--- src/rtl/core/pcs_pkg.sv ---
// Shared types, constants and the configuration-space template of the
// PCI configuration space emulator. No dependencies.
package pcs_pkg;

   localparam int LANES     = 4;
   localparam int TPL_WORDS = 64;

   typedef enum logic [1:0] {
      FUNC_READ    = 2'd0,
      FUNC_WRITE   = 2'd1,
      FUNC_REBUILD = 2'd2,
      FUNC_NOP     = 2'd3
   } func_type;

   typedef enum logic [1:0] {
      ST_OK      = 2'd0,
      ST_NO_DEV  = 2'd1,
      ST_BAD_REG = 2'd2
   } status_type;

   typedef enum logic [2:0] {
      CSR_DEVICE_ID = 3'd0,
      CSR_REVISION  = 3'd1,
      CSR_BAR0_BASE = 3'd2,
      CSR_BAR0_SIZE = 3'd3,
      CSR_OWN_BUS   = 3'd4,
      CSR_OWN_SLOT  = 3'd5,
      CSR_INTX_LINE = 3'd6
   } csr_index_type;

   // Values the rebuild patches into the template, captured at rebuild.
   typedef struct packed {
      logic [15:0] device_id;
      logic [7:0]  revision;
      logic [27:0] bar0_base_hi;
      logic [7:0]  intx_line;
   } patch_type;

   localparam logic [2:0]  SIZE_BYTE = 3'd1;
   localparam logic [2:0]  SIZE_HALF = 3'd2;
   localparam logic [2:0]  SIZE_WORD = 3'd4;

   localparam logic [15:0] VENDOR_ID   = 16'h14e4;
   localparam logic [15:0] CLASS_CODE  = 16'h0280;
   localparam logic [3:0]  BAR_TYPE    = 4'h4;
   localparam logic [7:0]  INTX_PIN_A  = 8'h01;
   localparam logic [31:0] ALL_ONES    = 32'hffff_ffff;

   localparam logic [11:0] BAR_FIRST_OFF = 12'h010;
   localparam logic [11:0] BAR_LAST_OFF  = 12'h024;
   localparam logic [11:0] ROM_OFF       = 12'h030;
   localparam logic [9:0]  BAR0_WORD     = 10'd4;

   localparam logic [10:0] IDX_ID_WORD    = 11'd0;
   localparam logic [10:0] IDX_CLASS_WORD = 11'd2;
   localparam logic [10:0] IDX_BAR0_WORD  = 11'd4;
   localparam logic [10:0] IDX_SUBSYS     = 11'd11;
   localparam logic [10:0] IDX_INTR_WORD  = 11'd15;

   localparam logic [31:0] RST_BAR0_SIZE = 32'h0800_0000;
   localparam logic [7:0]  RST_OWN_BUS   = 8'd1;

   function automatic logic [31:0] tpl_word(input logic [5:0] idx);
      logic [31:0] w;
      case (idx)
         6'd1:    w = 32'h0010_0000;
         6'd6:    w = 32'h0000_0004;
         6'd8:    w = 32'h0000_000c;
         6'd13:   w = 32'h0000_0048;
         6'd18:   w = 32'h0603_5801;
         6'd19:   w = 32'h0000_4108;
         6'd22:   w = 32'h008b_6805;
         6'd26:   w = 32'h0000_a009;
         6'd28:   w = 32'h2810_0000;
         6'd32:   w = 32'h2800_0000;
         6'd34:   w = 32'h0000_0080;
         6'd37:   w = 32'h0000_0100;
         6'd40:   w = 32'h003f_ac11;
         6'd41:   w = 32'h0000_8000;
         6'd42:   w = 32'h0000_8800;
         6'd43:   w = 32'h0002_0010;
         6'd44:   w = 32'h0000_8f82;
         6'd45:   w = 32'h0010_2c10;
         6'd46:   w = 32'h0046_dc22;
         6'd47:   w = 32'h1022_0000;
         6'd52:   w = 32'h0008_081f;
         6'd54:   w = 32'h0000_0006;
         6'd55:   w = 32'h0000_0002;
         default: w = 32'h0000_0000;
      endcase
      return w;
   endfunction

endpackage

--- src/rtl/core/pcs_byte_bank.sv ---
// One byte lane of the configuration space: a simple dual-port memory
// with a registered read port. No dependencies.
module pcs_byte_bank #(
   parameter int DEPTH = 64,
   localparam int AW = $clog2(DEPTH)
) (
   input  logic          clock,
   input  logic          we,
   input  logic [AW-1:0] waddr,
   input  logic [7:0]    wdata,
   input  logic          re,
   input  logic [AW-1:0] raddr,
   output logic [7:0]    rdata
);

   logic [7:0] mem [DEPTH];
   logic [7:0] rdata_ff;

   always_ff @(posedge clock) begin
      if (we) begin
         mem[waddr] <= wdata;
      end
      if (re) begin
         rdata_ff <= mem[raddr];
      end
   end

   assign rdata = rdata_ff;

endmodule

--- src/rtl/core/pcs_store.sv ---
// Configuration-space storage: four byte banks plus the template fill sweep
// run after reset and on rebuild. Depends on pcs_pkg and pcs_byte_bank.
module pcs_store #(
   parameter int CFG_WORDS = 64,
   localparam int AW = $clog2(CFG_WORDS)
) (
   input  logic                clock,
   input  logic                reset,
   input  logic                start,
   input  pcs_pkg::patch_type  patch,
   input  logic [3:0]          acc_we,
   input  logic [AW-1:0]       acc_addr [4],
   input  logic [31:0]         acc_wdata,
   input  logic                rd_en,
   output logic [31:0]         rd_data,
   output logic                busy
);
   import pcs_pkg::*;

   logic                busy_ff, busy_in;
   logic [AW-1:0]       cnt_ff, cnt_in;
   patch_type           snap_ff, snap_in;
   logic [10:0]         cnt_wide;
   logic [31:0]         fill;
   logic [31:0]         idw;

   always_ff @(posedge clock) begin
      if (reset) begin
         busy_ff <= 1'b1;
         cnt_ff  <= '0;
         snap_ff <= '0;
      end else begin
         busy_ff <= busy_in;
         cnt_ff  <= cnt_in;
         snap_ff <= snap_in;
      end
   end

   always_comb begin
      busy_in = busy_ff;
      cnt_in  = cnt_ff;
      snap_in = snap_ff;
      if (start) begin
         busy_in = 1'b1;
         cnt_in  = '0;
         snap_in = patch;
      end else if (busy_ff) begin
         cnt_in = cnt_ff + 1'b1;
         if (cnt_ff == AW'(CFG_WORDS - 1)) begin
            busy_in = 1'b0;
         end
      end
   end

   // Template word for the sweep address, with the identity words patched.
   always_comb begin
      cnt_wide = 11'(cnt_ff);
      idw      = {snap_ff.device_id, VENDOR_ID};
      fill     = (cnt_wide < 11'(TPL_WORDS)) ? tpl_word(cnt_wide[5:0]) : 32'h0;
      if (cnt_wide == IDX_ID_WORD || cnt_wide == IDX_SUBSYS) begin
         fill = idw;
      end else if (cnt_wide == IDX_CLASS_WORD) begin
         fill = {CLASS_CODE, 8'h00, snap_ff.revision};
      end else if (cnt_wide == IDX_BAR0_WORD) begin
         fill = {snap_ff.bar0_base_hi, BAR_TYPE};
      end else if (cnt_wide == IDX_INTR_WORD) begin
         fill = {16'h0000, INTX_PIN_A, snap_ff.intx_line};
      end
   end

   for (genvar g = 0; g < LANES; g++) begin : g_bank
      pcs_byte_bank #(
         .DEPTH (CFG_WORDS)
      ) u_bank (
         .clock (clock),
         .we    (busy_ff | acc_we[g]),
         .waddr (busy_ff ? cnt_ff : acc_addr[g]),
         .wdata (busy_ff ? fill[8*g +: 8] : acc_wdata[8*g +: 8]),
         .re    (rd_en),
         .raddr (acc_addr[g]),
         .rdata (rd_data[8*g +: 8])
      );
   end

   assign busy = busy_ff;

   // The sweep owns the write port; the access side must stay off it.
   a_no_start_in_sweep: assert property (@(posedge clock) disable iff (reset)
      start |-> !busy_ff)
      else $error("rebuild started while the fill sweep is running");

   a_no_access_write_in_sweep: assert property (@(posedge clock) disable iff (reset)
      busy_ff |-> (acc_we == 4'b0000))
      else $error("access write issued during the fill sweep");

   a_sweep_ends: assert property (@(posedge clock) disable iff (reset)
      (busy_ff && !start && cnt_ff == AW'(CFG_WORDS - 1)) |=> !busy_ff)
      else $error("fill sweep did not end at the last word");

endmodule

--- src/rtl/core/pci_config_space_emulator.sv ---
// Top level of the PCI type-0 configuration space emulator: register port,
// access decode, two-stage request pipeline. Depends on pcs_pkg, pcs_store.
//
//  channel  direction  handshake            payload
//  req      in         req_tvalid/tready    tuser: func; tdata: access fields
//  rsp      out        rsp_tvalid/tready    tdata: read_data, status
//  csr      in         csr_wen              csr_index, csr_wdata
//
// One request enters per cycle while req_tready is high; its response is held in the
// byte-bank read register, loaded at the accepting edge, and then in the response
// register, which drives rsp_tvalid.
// Reset and every rebuild request start a fill sweep over all CFG_WORDS words
// through the byte banks' single write port; req_tready stays low during it.
// The request stage and the response register form a two-deep queue, so a
// request is still taken while a finished response waits on rsp_tready.
module pci_config_space_emulator #(
   parameter int CFG_WORDS = 64,
   localparam int AW = $clog2(CFG_WORDS)
) (
   input  logic        clock,
   input  logic        reset,
   // request: tuser = func[1:0]
   // tdata = bus_num[7:0], device_slot[12:8], offset[24:13],
   //         access_size[27:25], write_data[59:28], zero[63:60]
   input  logic        req_tvalid,
   output logic        req_tready,
   input  logic [63:0] req_tdata,
   input  logic [1:0]  req_tuser,
   // response: tdata = read_data[31:0], status[33:32], zero[39:34]
   output logic        rsp_tvalid,
   input  logic        rsp_tready,
   output logic [39:0] rsp_tdata,
   // register write port
   input  logic        csr_wen,
   input  logic [2:0]  csr_index,
   input  logic [31:0] csr_wdata
);
   import pcs_pkg::*;

   localparam int CFG_BYTES = CFG_WORDS * 4;

   // configuration registers
   logic [15:0] device_id_ff;
   logic [7:0]  revision_ff;
   logic [31:0] bar0_base_ff;
   logic [31:0] bar0_size_ff;
   logic [7:0]  own_bus_ff;
   logic [4:0]  own_slot_ff;
   logic [7:0]  intx_line_ff;

   always_ff @(posedge clock) begin
      if (reset) begin
         device_id_ff <= '0;
         revision_ff  <= '0;
         bar0_base_ff <= '0;
         bar0_size_ff <= RST_BAR0_SIZE;
         own_bus_ff   <= RST_OWN_BUS;
         own_slot_ff  <= '0;
         intx_line_ff <= '0;
      end else if (csr_wen) begin
         unique case (csr_index_type'(csr_index))
            CSR_DEVICE_ID: device_id_ff <= csr_wdata[15:0];
            CSR_REVISION:  revision_ff  <= csr_wdata[7:0];
            CSR_BAR0_BASE: bar0_base_ff <= csr_wdata;
            CSR_BAR0_SIZE: bar0_size_ff <= csr_wdata;
            CSR_OWN_BUS:   own_bus_ff   <= csr_wdata[7:0];
            CSR_OWN_SLOT:  own_slot_ff  <= csr_wdata[4:0];
            CSR_INTX_LINE: intx_line_ff <= csr_wdata[7:0];
            default: ;
         endcase
      end
   end

   // request fields
   func_type    req_func;
   logic [7:0]  req_bus;
   logic [4:0]  req_slot;
   logic [11:0] req_offset;
   logic [2:0]  req_size;
   logic [31:0] req_wdata;

   assign req_func   = func_type'(req_tuser[1:0]);
   assign req_bus    = req_tdata[7:0];
   assign req_slot   = req_tdata[12:8];
   assign req_offset = req_tdata[24:13];
   assign req_size   = req_tdata[27:25];
   assign req_wdata  = req_tdata[59:28];

   // pipeline control
   logic        s1_valid_ff;
   logic        rsp_valid_ff;
   logic        out_load, s1_load, req_accept;
   logic        busy;

   assign out_load   = !rsp_valid_ff || rsp_tready;
   assign s1_load    = !s1_valid_ff || out_load;
   assign req_tready = s1_load && !busy;
   assign req_accept = req_tvalid && req_tready;

   // access decode, straight off the request port
   logic          dec_match, dec_in_rng, dec_size_ok, dec_ok, dec_next_ok;
   logic [AW-1:0] dec_word, dec_next;
   logic [1:0]    dec_lane;
   logic [3:0]    dec_lane_ok;
   logic [AW-1:0] acc_addr [4];
   logic [31:0]   acc_wdata;
   logic [3:0]    acc_we;
   status_type    dec_status;

   always_comb begin
      logic [1:0] k;
      logic       wrap;
      dec_match   = (req_bus == own_bus_ff) && (req_slot == own_slot_ff);
      dec_in_rng  = {1'b0, req_offset} < 13'(CFG_BYTES);
      dec_size_ok = (req_size == SIZE_BYTE) || (req_size == SIZE_HALF) ||
                    (req_size == SIZE_WORD);
      dec_ok      = ((req_func == FUNC_READ) || (req_func == FUNC_WRITE)) &&
                    dec_match && dec_in_rng && dec_size_ok;
      dec_word    = req_offset[AW+1:2];
      dec_next    = dec_word + 1'b1;
      dec_next_ok = (11'(dec_word) + 11'd1) < 11'(CFG_WORDS);
      // word accesses ignore the low offset bits
      dec_lane    = (req_size == SIZE_WORD) ? 2'd0 : req_offset[1:0];
      for (int b = 0; b < LANES; b++) begin
         k    = 2'(b) - dec_lane;
         wrap = 2'(b) < dec_lane;
         // a halfword byte past the last word is dropped
         dec_lane_ok[b]      = ({1'b0, k} < req_size) && (!wrap || dec_next_ok);
         acc_addr[b]         = (wrap && dec_next_ok) ? dec_next : dec_word;
         acc_wdata[8*b +: 8] = req_wdata[8*k +: 8];
         acc_we[b]           = req_accept && (req_func == FUNC_WRITE) && dec_ok &&
                               dec_lane_ok[b];
      end
      if ((req_func == FUNC_REBUILD) || (req_func == FUNC_NOP)) begin
         dec_status = ST_OK;
      end else if (!dec_match) begin
         dec_status = ST_NO_DEV;
      end else if (!(dec_in_rng && dec_size_ok)) begin
         dec_status = ST_BAD_REG;
      end else begin
         dec_status = ST_OK;
      end
   end

   // storage and fill sweep
   patch_type   patch;
   logic        rebuild_start;
   logic [31:0] rd_data;

   assign patch = '{device_id:    device_id_ff,
                    revision:     revision_ff,
                    bar0_base_hi: bar0_base_ff[31:4],
                    intx_line:    intx_line_ff};
   assign rebuild_start = req_accept && (req_func == FUNC_REBUILD);

   pcs_store #(
      .CFG_WORDS (CFG_WORDS)
   ) u_store (
      .clock     (clock),
      .reset     (reset),
      .start     (rebuild_start),
      .patch     (patch),
      .acc_we    (acc_we),
      .acc_addr  (acc_addr),
      .acc_wdata (acc_wdata),
      .rd_en     (s1_load),
      .rd_data   (rd_data),
      .busy      (busy)
   );

   // request stage: bank read data lands alongside these
   status_type  s1_status_ff;
   logic        s1_read_ff;
   logic        s1_word_ff;
   logic [1:0]  s1_lane_ff;
   logic [3:0]  s1_lane_ok_ff;
   logic [11:0] s1_off_ff;

   always_ff @(posedge clock) begin
      if (reset) begin
         s1_valid_ff <= 1'b0;
      end else if (s1_load) begin
         s1_valid_ff <= req_accept;
      end
   end

   always_ff @(posedge clock) begin
      if (s1_load && req_accept) begin
         s1_status_ff  <= dec_status;
         s1_read_ff    <= dec_ok && (req_func == FUNC_READ);
         s1_word_ff    <= req_size == SIZE_WORD;
         s1_lane_ff    <= dec_lane;
         s1_lane_ok_ff <= dec_lane_ok;
         s1_off_ff     <= req_offset;
      end
   end

   // assemble the read value from the byte banks
   logic [31:0] res_raw, res_data, bar_span;

   always_comb begin
      logic [1:0] b;
      res_raw = '0;
      for (int k = 0; k < LANES; k++) begin
         b = s1_lane_ff + 2'(k);
         res_raw[8*k +: 8] = s1_lane_ok_ff[b] ? rd_data[8*b +: 8] : 8'h00;
      end
      // only BAR0 has a size; the other BARs size as zero
      bar_span = (s1_off_ff[11:2] == BAR0_WORD) ? bar0_size_ff : 32'h0;
      res_data = res_raw;
      if (s1_word_ff) begin
         if (res_raw == ALL_ONES && s1_off_ff >= BAR_FIRST_OFF &&
             s1_off_ff <= BAR_LAST_OFF) begin
            res_data = ~(bar_span - 32'd1);
         end else if (s1_off_ff == ROM_OFF) begin
            res_data = ALL_ONES;
         end
      end
      if (!s1_read_ff) begin
         res_data = '0;
      end
   end

   // response register
   logic [31:0] rsp_data_ff;
   status_type  rsp_status_ff;

   always_ff @(posedge clock) begin
      if (reset) begin
         rsp_valid_ff <= 1'b0;
      end else if (out_load) begin
         rsp_valid_ff <= s1_valid_ff;
      end
   end

   always_ff @(posedge clock) begin
      if (out_load && s1_valid_ff) begin
         rsp_data_ff   <= res_data;
         rsp_status_ff <= s1_status_ff;
      end
   end

   assign rsp_tvalid = rsp_valid_ff;
   assign rsp_tdata  = {6'b000000, rsp_status_ff, rsp_data_ff};

   a_status_known: assert property (@(posedge clock) disable iff (reset)
      rsp_valid_ff |-> (rsp_status_ff == ST_OK || rsp_status_ff == ST_NO_DEV ||
                        rsp_status_ff == ST_BAD_REG))
      else $error("response carries a reserved status code");

   a_error_zero_data: assert property (@(posedge clock) disable iff (reset)
      (rsp_valid_ff && rsp_status_ff != ST_OK) |-> (rsp_data_ff == 32'h0))
      else $error("failed request returned nonzero data");

   a_rebuild_sweeps: assert property (@(posedge clock) disable iff (reset)
      rebuild_start |=> (busy && !req_tready))
      else $error("rebuild request did not start the fill sweep");

endmodule
--- config.mk ---
export PLATFORM = sky130hd
export DESIGN_NAME = pci_config_space_emulator
export DESIGN_NICKNAME = d
export VERILOG_FILES = /design/src/rtl/core/pcs_pkg.sv /design/src/rtl/core/pcs_byte_bank.sv /design/src/rtl/core/pcs_store.sv /design/src/rtl/core/pci_config_space_emulator.sv
export SDC_FILE = /design/constraint.sdc
export NUM_CORES = 2
export LEC_CHECK = 0
export ABC_AREA = 1
export BUFFER_PORTS_ARGS = -buffer_cell sky130_fd_sc_hd__buf_2
export CAP_MARGIN = 20
export CELL_PAD_IN_SITES_DETAIL_PLACEMENT = 2
export CELL_PAD_IN_SITES_GLOBAL_PLACEMENT = 2
export CORE_MARGIN = 5
export CORE_UTILIZATION = 43
export CTS_BUF_LIST = sky130_fd_sc_hd__clkbuf_4 sky130_fd_sc_hd__clkbuf_8
export CTS_CLUSTER_DIAMETER = 30
export DETAILED_ROUTE_END_ITERATION = 12
export PLACE_DENSITY_LB_ADDON = 0.1
export SYNTH_ARGS = -nofsm -noshare
export SYNTH_HDL_FRONTEND = slang
export SYNTH_SLANG_ARGS = --single-unit
--- constraint.sdc ---
create_clock -name clock -period 7.6 [get_ports clock]
set_clock_uncertainty 0.15 [all_clocks]
set_input_delay 1.52 -clock clock [delete_from_list [all_inputs] [get_ports clock]]
set_output_delay 1.52 -clock clock [all_outputs]
set_load 0.05 [all_outputs]
==> flow_metrics.py <==
metrics = {
    "sta": {
        "fmax_mhz": 162,
        "final_hold_viol_count": 0,
        "slew_violations": 0,
        "worst_pin_slew_ns": 1.18,
        "maxSlewHeadroom_pct": 21.2,
        "setup_viol": 0,
        "setup_tns_ns": 0,
        "period_minus_slack_ns": 6.17,
        "min_period_over_period_pct": 81.2,
        "rsz0062_at_grt": "no",
        "whs_ns": 0.271,
    },
    "finish": {
        "area_growth_pct": 15.3,
        "num-nets-final": 10968,
        "drive_above_1_share_pct": 11.8,
    },
    "die": {
        "die_area_um2": 252000,
        "fp.dieW_um": 502,
        "core_area_um2": 241000,
        "die_h_um": 502,
        "start_util_pct": 43.2,
        "io_pins": 148,
        "rows": 180,
    },
    "power": {
        "fin_total_pwr_mw": 33.4,
        "combPwrFrac_pct": 9.0,
        "p_leak_nw": 49.5,
        "swShare_pct": 26.5,
        "seq_power_share_pct": 42.7,
        "switchingPower_mw": 8.86,
        "ir_drop_uv": 164,
        "internal_power_mw": 24.5,
        "clkPwrFrac_pct": 48.3,
        "power_density_nw_per_um2": 278,
    },
    "critical_path": {
        "path_class": "in2reg",
        "max_stage_delay_ns": 0.84,
        "crit_path_end_kind": "register",
        "r2r-end": "u_store.g_bank[1].u_bank.mem[45][0]$_DFFE_PP_",
        "rr_worst_depth": 12,
        "cpLargestDelayFamily": "simple AND/OR/NAND/NOR gates",
        "cp_slowest_cell": "nor2_1",
        "worstPathCellList": "buf_2, inv_1, a21oi_2, clkinv_1, buf_4, ha_1, clkinv_1, ha_1, a21oi_1, nor2_1, a21oi_1, nand3_1, nand2_1, buf_4, nand3b_1, nor2_1",
        "cp.required_ns": 8.12,
        "r2r_slack_ns": 2.55,
        "path_buf_inv": 6,
        "worstPathArrival_ns": 6.69,
        "cp-start-kind": "primary input",
        "path_max_fanout": 36,
        "r2r_start": "u_store.cnt_ff[0]$_SDFFE_PP0P_",
    },
    "hold_path": {
        "hold_depth": 0,
        "holdPathEnd": "rsp_status_ff[0]$_DFFE_PP_",
        "hold_path_class": "reg2reg",
        "hold_start": "s1_status_ff[0]$_SDFFCE_PP0P_",
    },
    "logic_synthesis": {
        "synth-edff-count": 2136,
        "yosys_warnings": 0,
        "yosysTopAreaCell": "edfxtp_1",
        "synthCells": 10543,
        "synth_area_leaders": "edfxtp_1 62%, nand2_1 8.5%, nand3_1 7.5%",
        "synth_most_common_cell": "nand2_1",
        "postSynthAreaPerCell_um2": 9.87,
        "synth_common_cells": "2349 x nand2_1, 2136 x edfxtp_1, 1588 x inv_1, 1567 x nand3_1, 832 x nor2_1",
        "ys_types": 56,
        "syn_area_um2": 104000,
        "ys.flop_type": "edfxtp_1",
        "ys_ff_latch": 2336,
        "yosys.area.top_type_share_pct": 61.7,
        "async_reset_ff_share_pct": 0,
        "yosysSeqAreaShare_pct": 65.5,
    },
    "drt": {
        "postRouteAntennaNets": 0,
        "wirelength_met1_mm": 157,
        "via_per_inst": 5.63,
        "firstDrtPassIters": 5,
        "top_layer": "met5",
        "num_vias": 81553,
        "wl_met3_mm": 17.9,
        "drc": 0,
        "routed_wl_mm": 400,
        "wl_met2_mm": 205,
        "wl_per_cell_um": 27.6,
        "drt_iter0_drc": 6409,
    },
    "clock_network": {
        "cts_inserted_buffers": 567,
        "root_buffer": "clkbuf_8",
        "h-tree-depth": 6,
        "cts.sinks": 2336,
        "clk_pin_slew_worst_paths_ns": 0.06,
        "cts.repair.resized": 0,
        "cts_tree": "done",
        "clkLatencyLatePin_ns": 1.10,
        "holdBufCountCts": 0,
        "clockBufferDepth": 4,
        "cts_setup_buffers": 0,
    },
    "placed_design": {
        "io_buffers": 137,
        "dp_hpwl_mm": 242,
        "gp_congestion": 0.894,
    },
    "global_route": {
        "grt_antenna_before_repair": 17,
        "grt-ovfl-total": 0,
        "grt_util_all_layers_pct": 31.2,
        "grt_pass1_wl_mm": 592,
        "grt_max_degree": 169,
        "grt_pass1_vias": 90973,
    },
    "run_status": {
        "status": "complete, no violations",
    },
    "flow_run": {
        "cap_violations": 0,
    },
}
## worst max-delay path by stage
stage | startpoint | to | slack, ns | cells after the start
final | req_tdata[14] | u_store.g_bank[2].u_bank.mem[61][3]$_DFFE_PP_ | 1.43 | 16
after global placement | req_tdata[14] | u_store.g_bank[2].u_bank.mem[61][7]$_DFFE_PP_ | 0.69 | 16
after detailed placement | req_tdata[14] | u_store.g_bank[2].u_bank.mem[61][2]$_DFFE_PP_ | 0.50 | 16
after floorplan | req_tdata[27] | u_store.g_bank[0].u_bank.mem[0][1]$_DFFE_PP_ | 0.68 | 11
after CTS | req_tdata[14] | u_store.g_bank[2].u_bank.mem[61][0]$_DFFE_PP_ | 1.62 | 16
after global routing | req_tdata[14] | u_store.g_bank[2].u_bank.mem[61][3]$_DFFE_PP_ | 1.27 | 16
## placed cells by master, fill, tap and decap left out, drive strengths merged, types with 2 or more instances in the layout
master | netlist | final
a21oi | 169 | 169
or2 | 4 | 4
mux2i | 20 | 20
clkinvlp | 0 | 30
and2 | 2 | 2
xor2 | 19 | 19
nand4 | 14 | 14
o221ai | 2 | 2
a32o | 4 | 4
o31ai | 9 | 9
edfxtp | 2136 | 2136
nand3b | 5 | 5
diode | 0 | 16
clkinv | 8 | 215
nand2 | 2360 | 2360
dfxtp | 200 | 200
nor4 | 2 | 2
buf | 270 | 282
o221a | 2 | 2
a31oi | 4 | 4
bufinv | 0 | 56
inv | 1612 | 1629
nor3b | 10 | 10
nand3 | 1567 | 1567
clkbuf | 284 | 690
o211ai | 27 | 27
o22ai | 164 | 164
nor2 | 846 | 846
nor3 | 29 | 29
xnor2 | 11 | 11
ha | 16 | 16
a21boi | 8 | 8
conb | 1 | 6
a221oi | 5 | 5
o21ai | 728 | 728
## power groups by stage
stage,Sequential (mW),Clock (mW),Combinational (mW)
floorplan,14.5,0,1.62
global placement,14.5,0,2.79
detailed placement,14.5,0,2.92
CTS,14.2,16.3,2.99
global route,14.2,17.1,3.16
finish,14.2,16.1,3.00
## area by class of cell
| class | count | area [um2] |
|---|---|---|
| fillers | 24821 | 121000 |
| flip-flops and latches | 2336 | 68100 |
| multi-input cells | 6038 | 27700 |
| clock buffers | 689 | 8880 |
| inverters | 1620 | 6090 |
| well taps | 3185 | 3990 |
| clock inverters | 310 | 3070 |
| repair buffers | 283 | 2020 |
| diodes | 16 | 40.0 |
## cells by family after synthesis
group	share of synthesized area, %
AO/OA/AOI/OAI	5.91
XOR/XNOR	0.289
adder cells (fa/ha/maj)	0.192
buffers and inverters	8.18
flip-flops	65.5
multiplexers	0.192
other	0.00360
AND/OR/NAND/NOR	19.7
## through the flow
stage | utilization (%) | worst slack [ns] | cell area, um2 | cells
floorplan | - | 0.684 | 104000 | 10548
global placement | 44.8 | 0.691 | 108000 | 13456
detailed placement | 44.8 | 0.501 | 108000 | 13459
CTS | 49.8 | 1.62 | 120000 | 14458
global route | 49.8 | 1.27 | 120000 | 14475
finish | 49.8 | 1.43 | 120000 | 14477
## sequential cells by signal (all words and copies together) (netlist names), 4 cells and up, named ones only
name and count:
u_store.g_bank.u_bank.rdata 32, u_store.snap_ff 44, u_store.idw 16, own_slot_ff 5, revision_ff 8, s1_off_ff 12
bar0_size_ff 32, device_id_ff 16, u_store.g_bank.u_bank.mem 2048, intx_line_ff 8, rsp_data_ff 32, bar0_base_ff 28
s1_lane_ok_ff 4, own_bus_ff 8, u_store.cnt_ff 6
## layer usage
metal,up-vias,GRT usage (%)
met5,-,0
met3,904,4.22
met4,4,15.3
met2,2527,55.3
li1,35801,-
met1,42317,37.3
No activity file was read; power rests on OpenSTA's default activity.
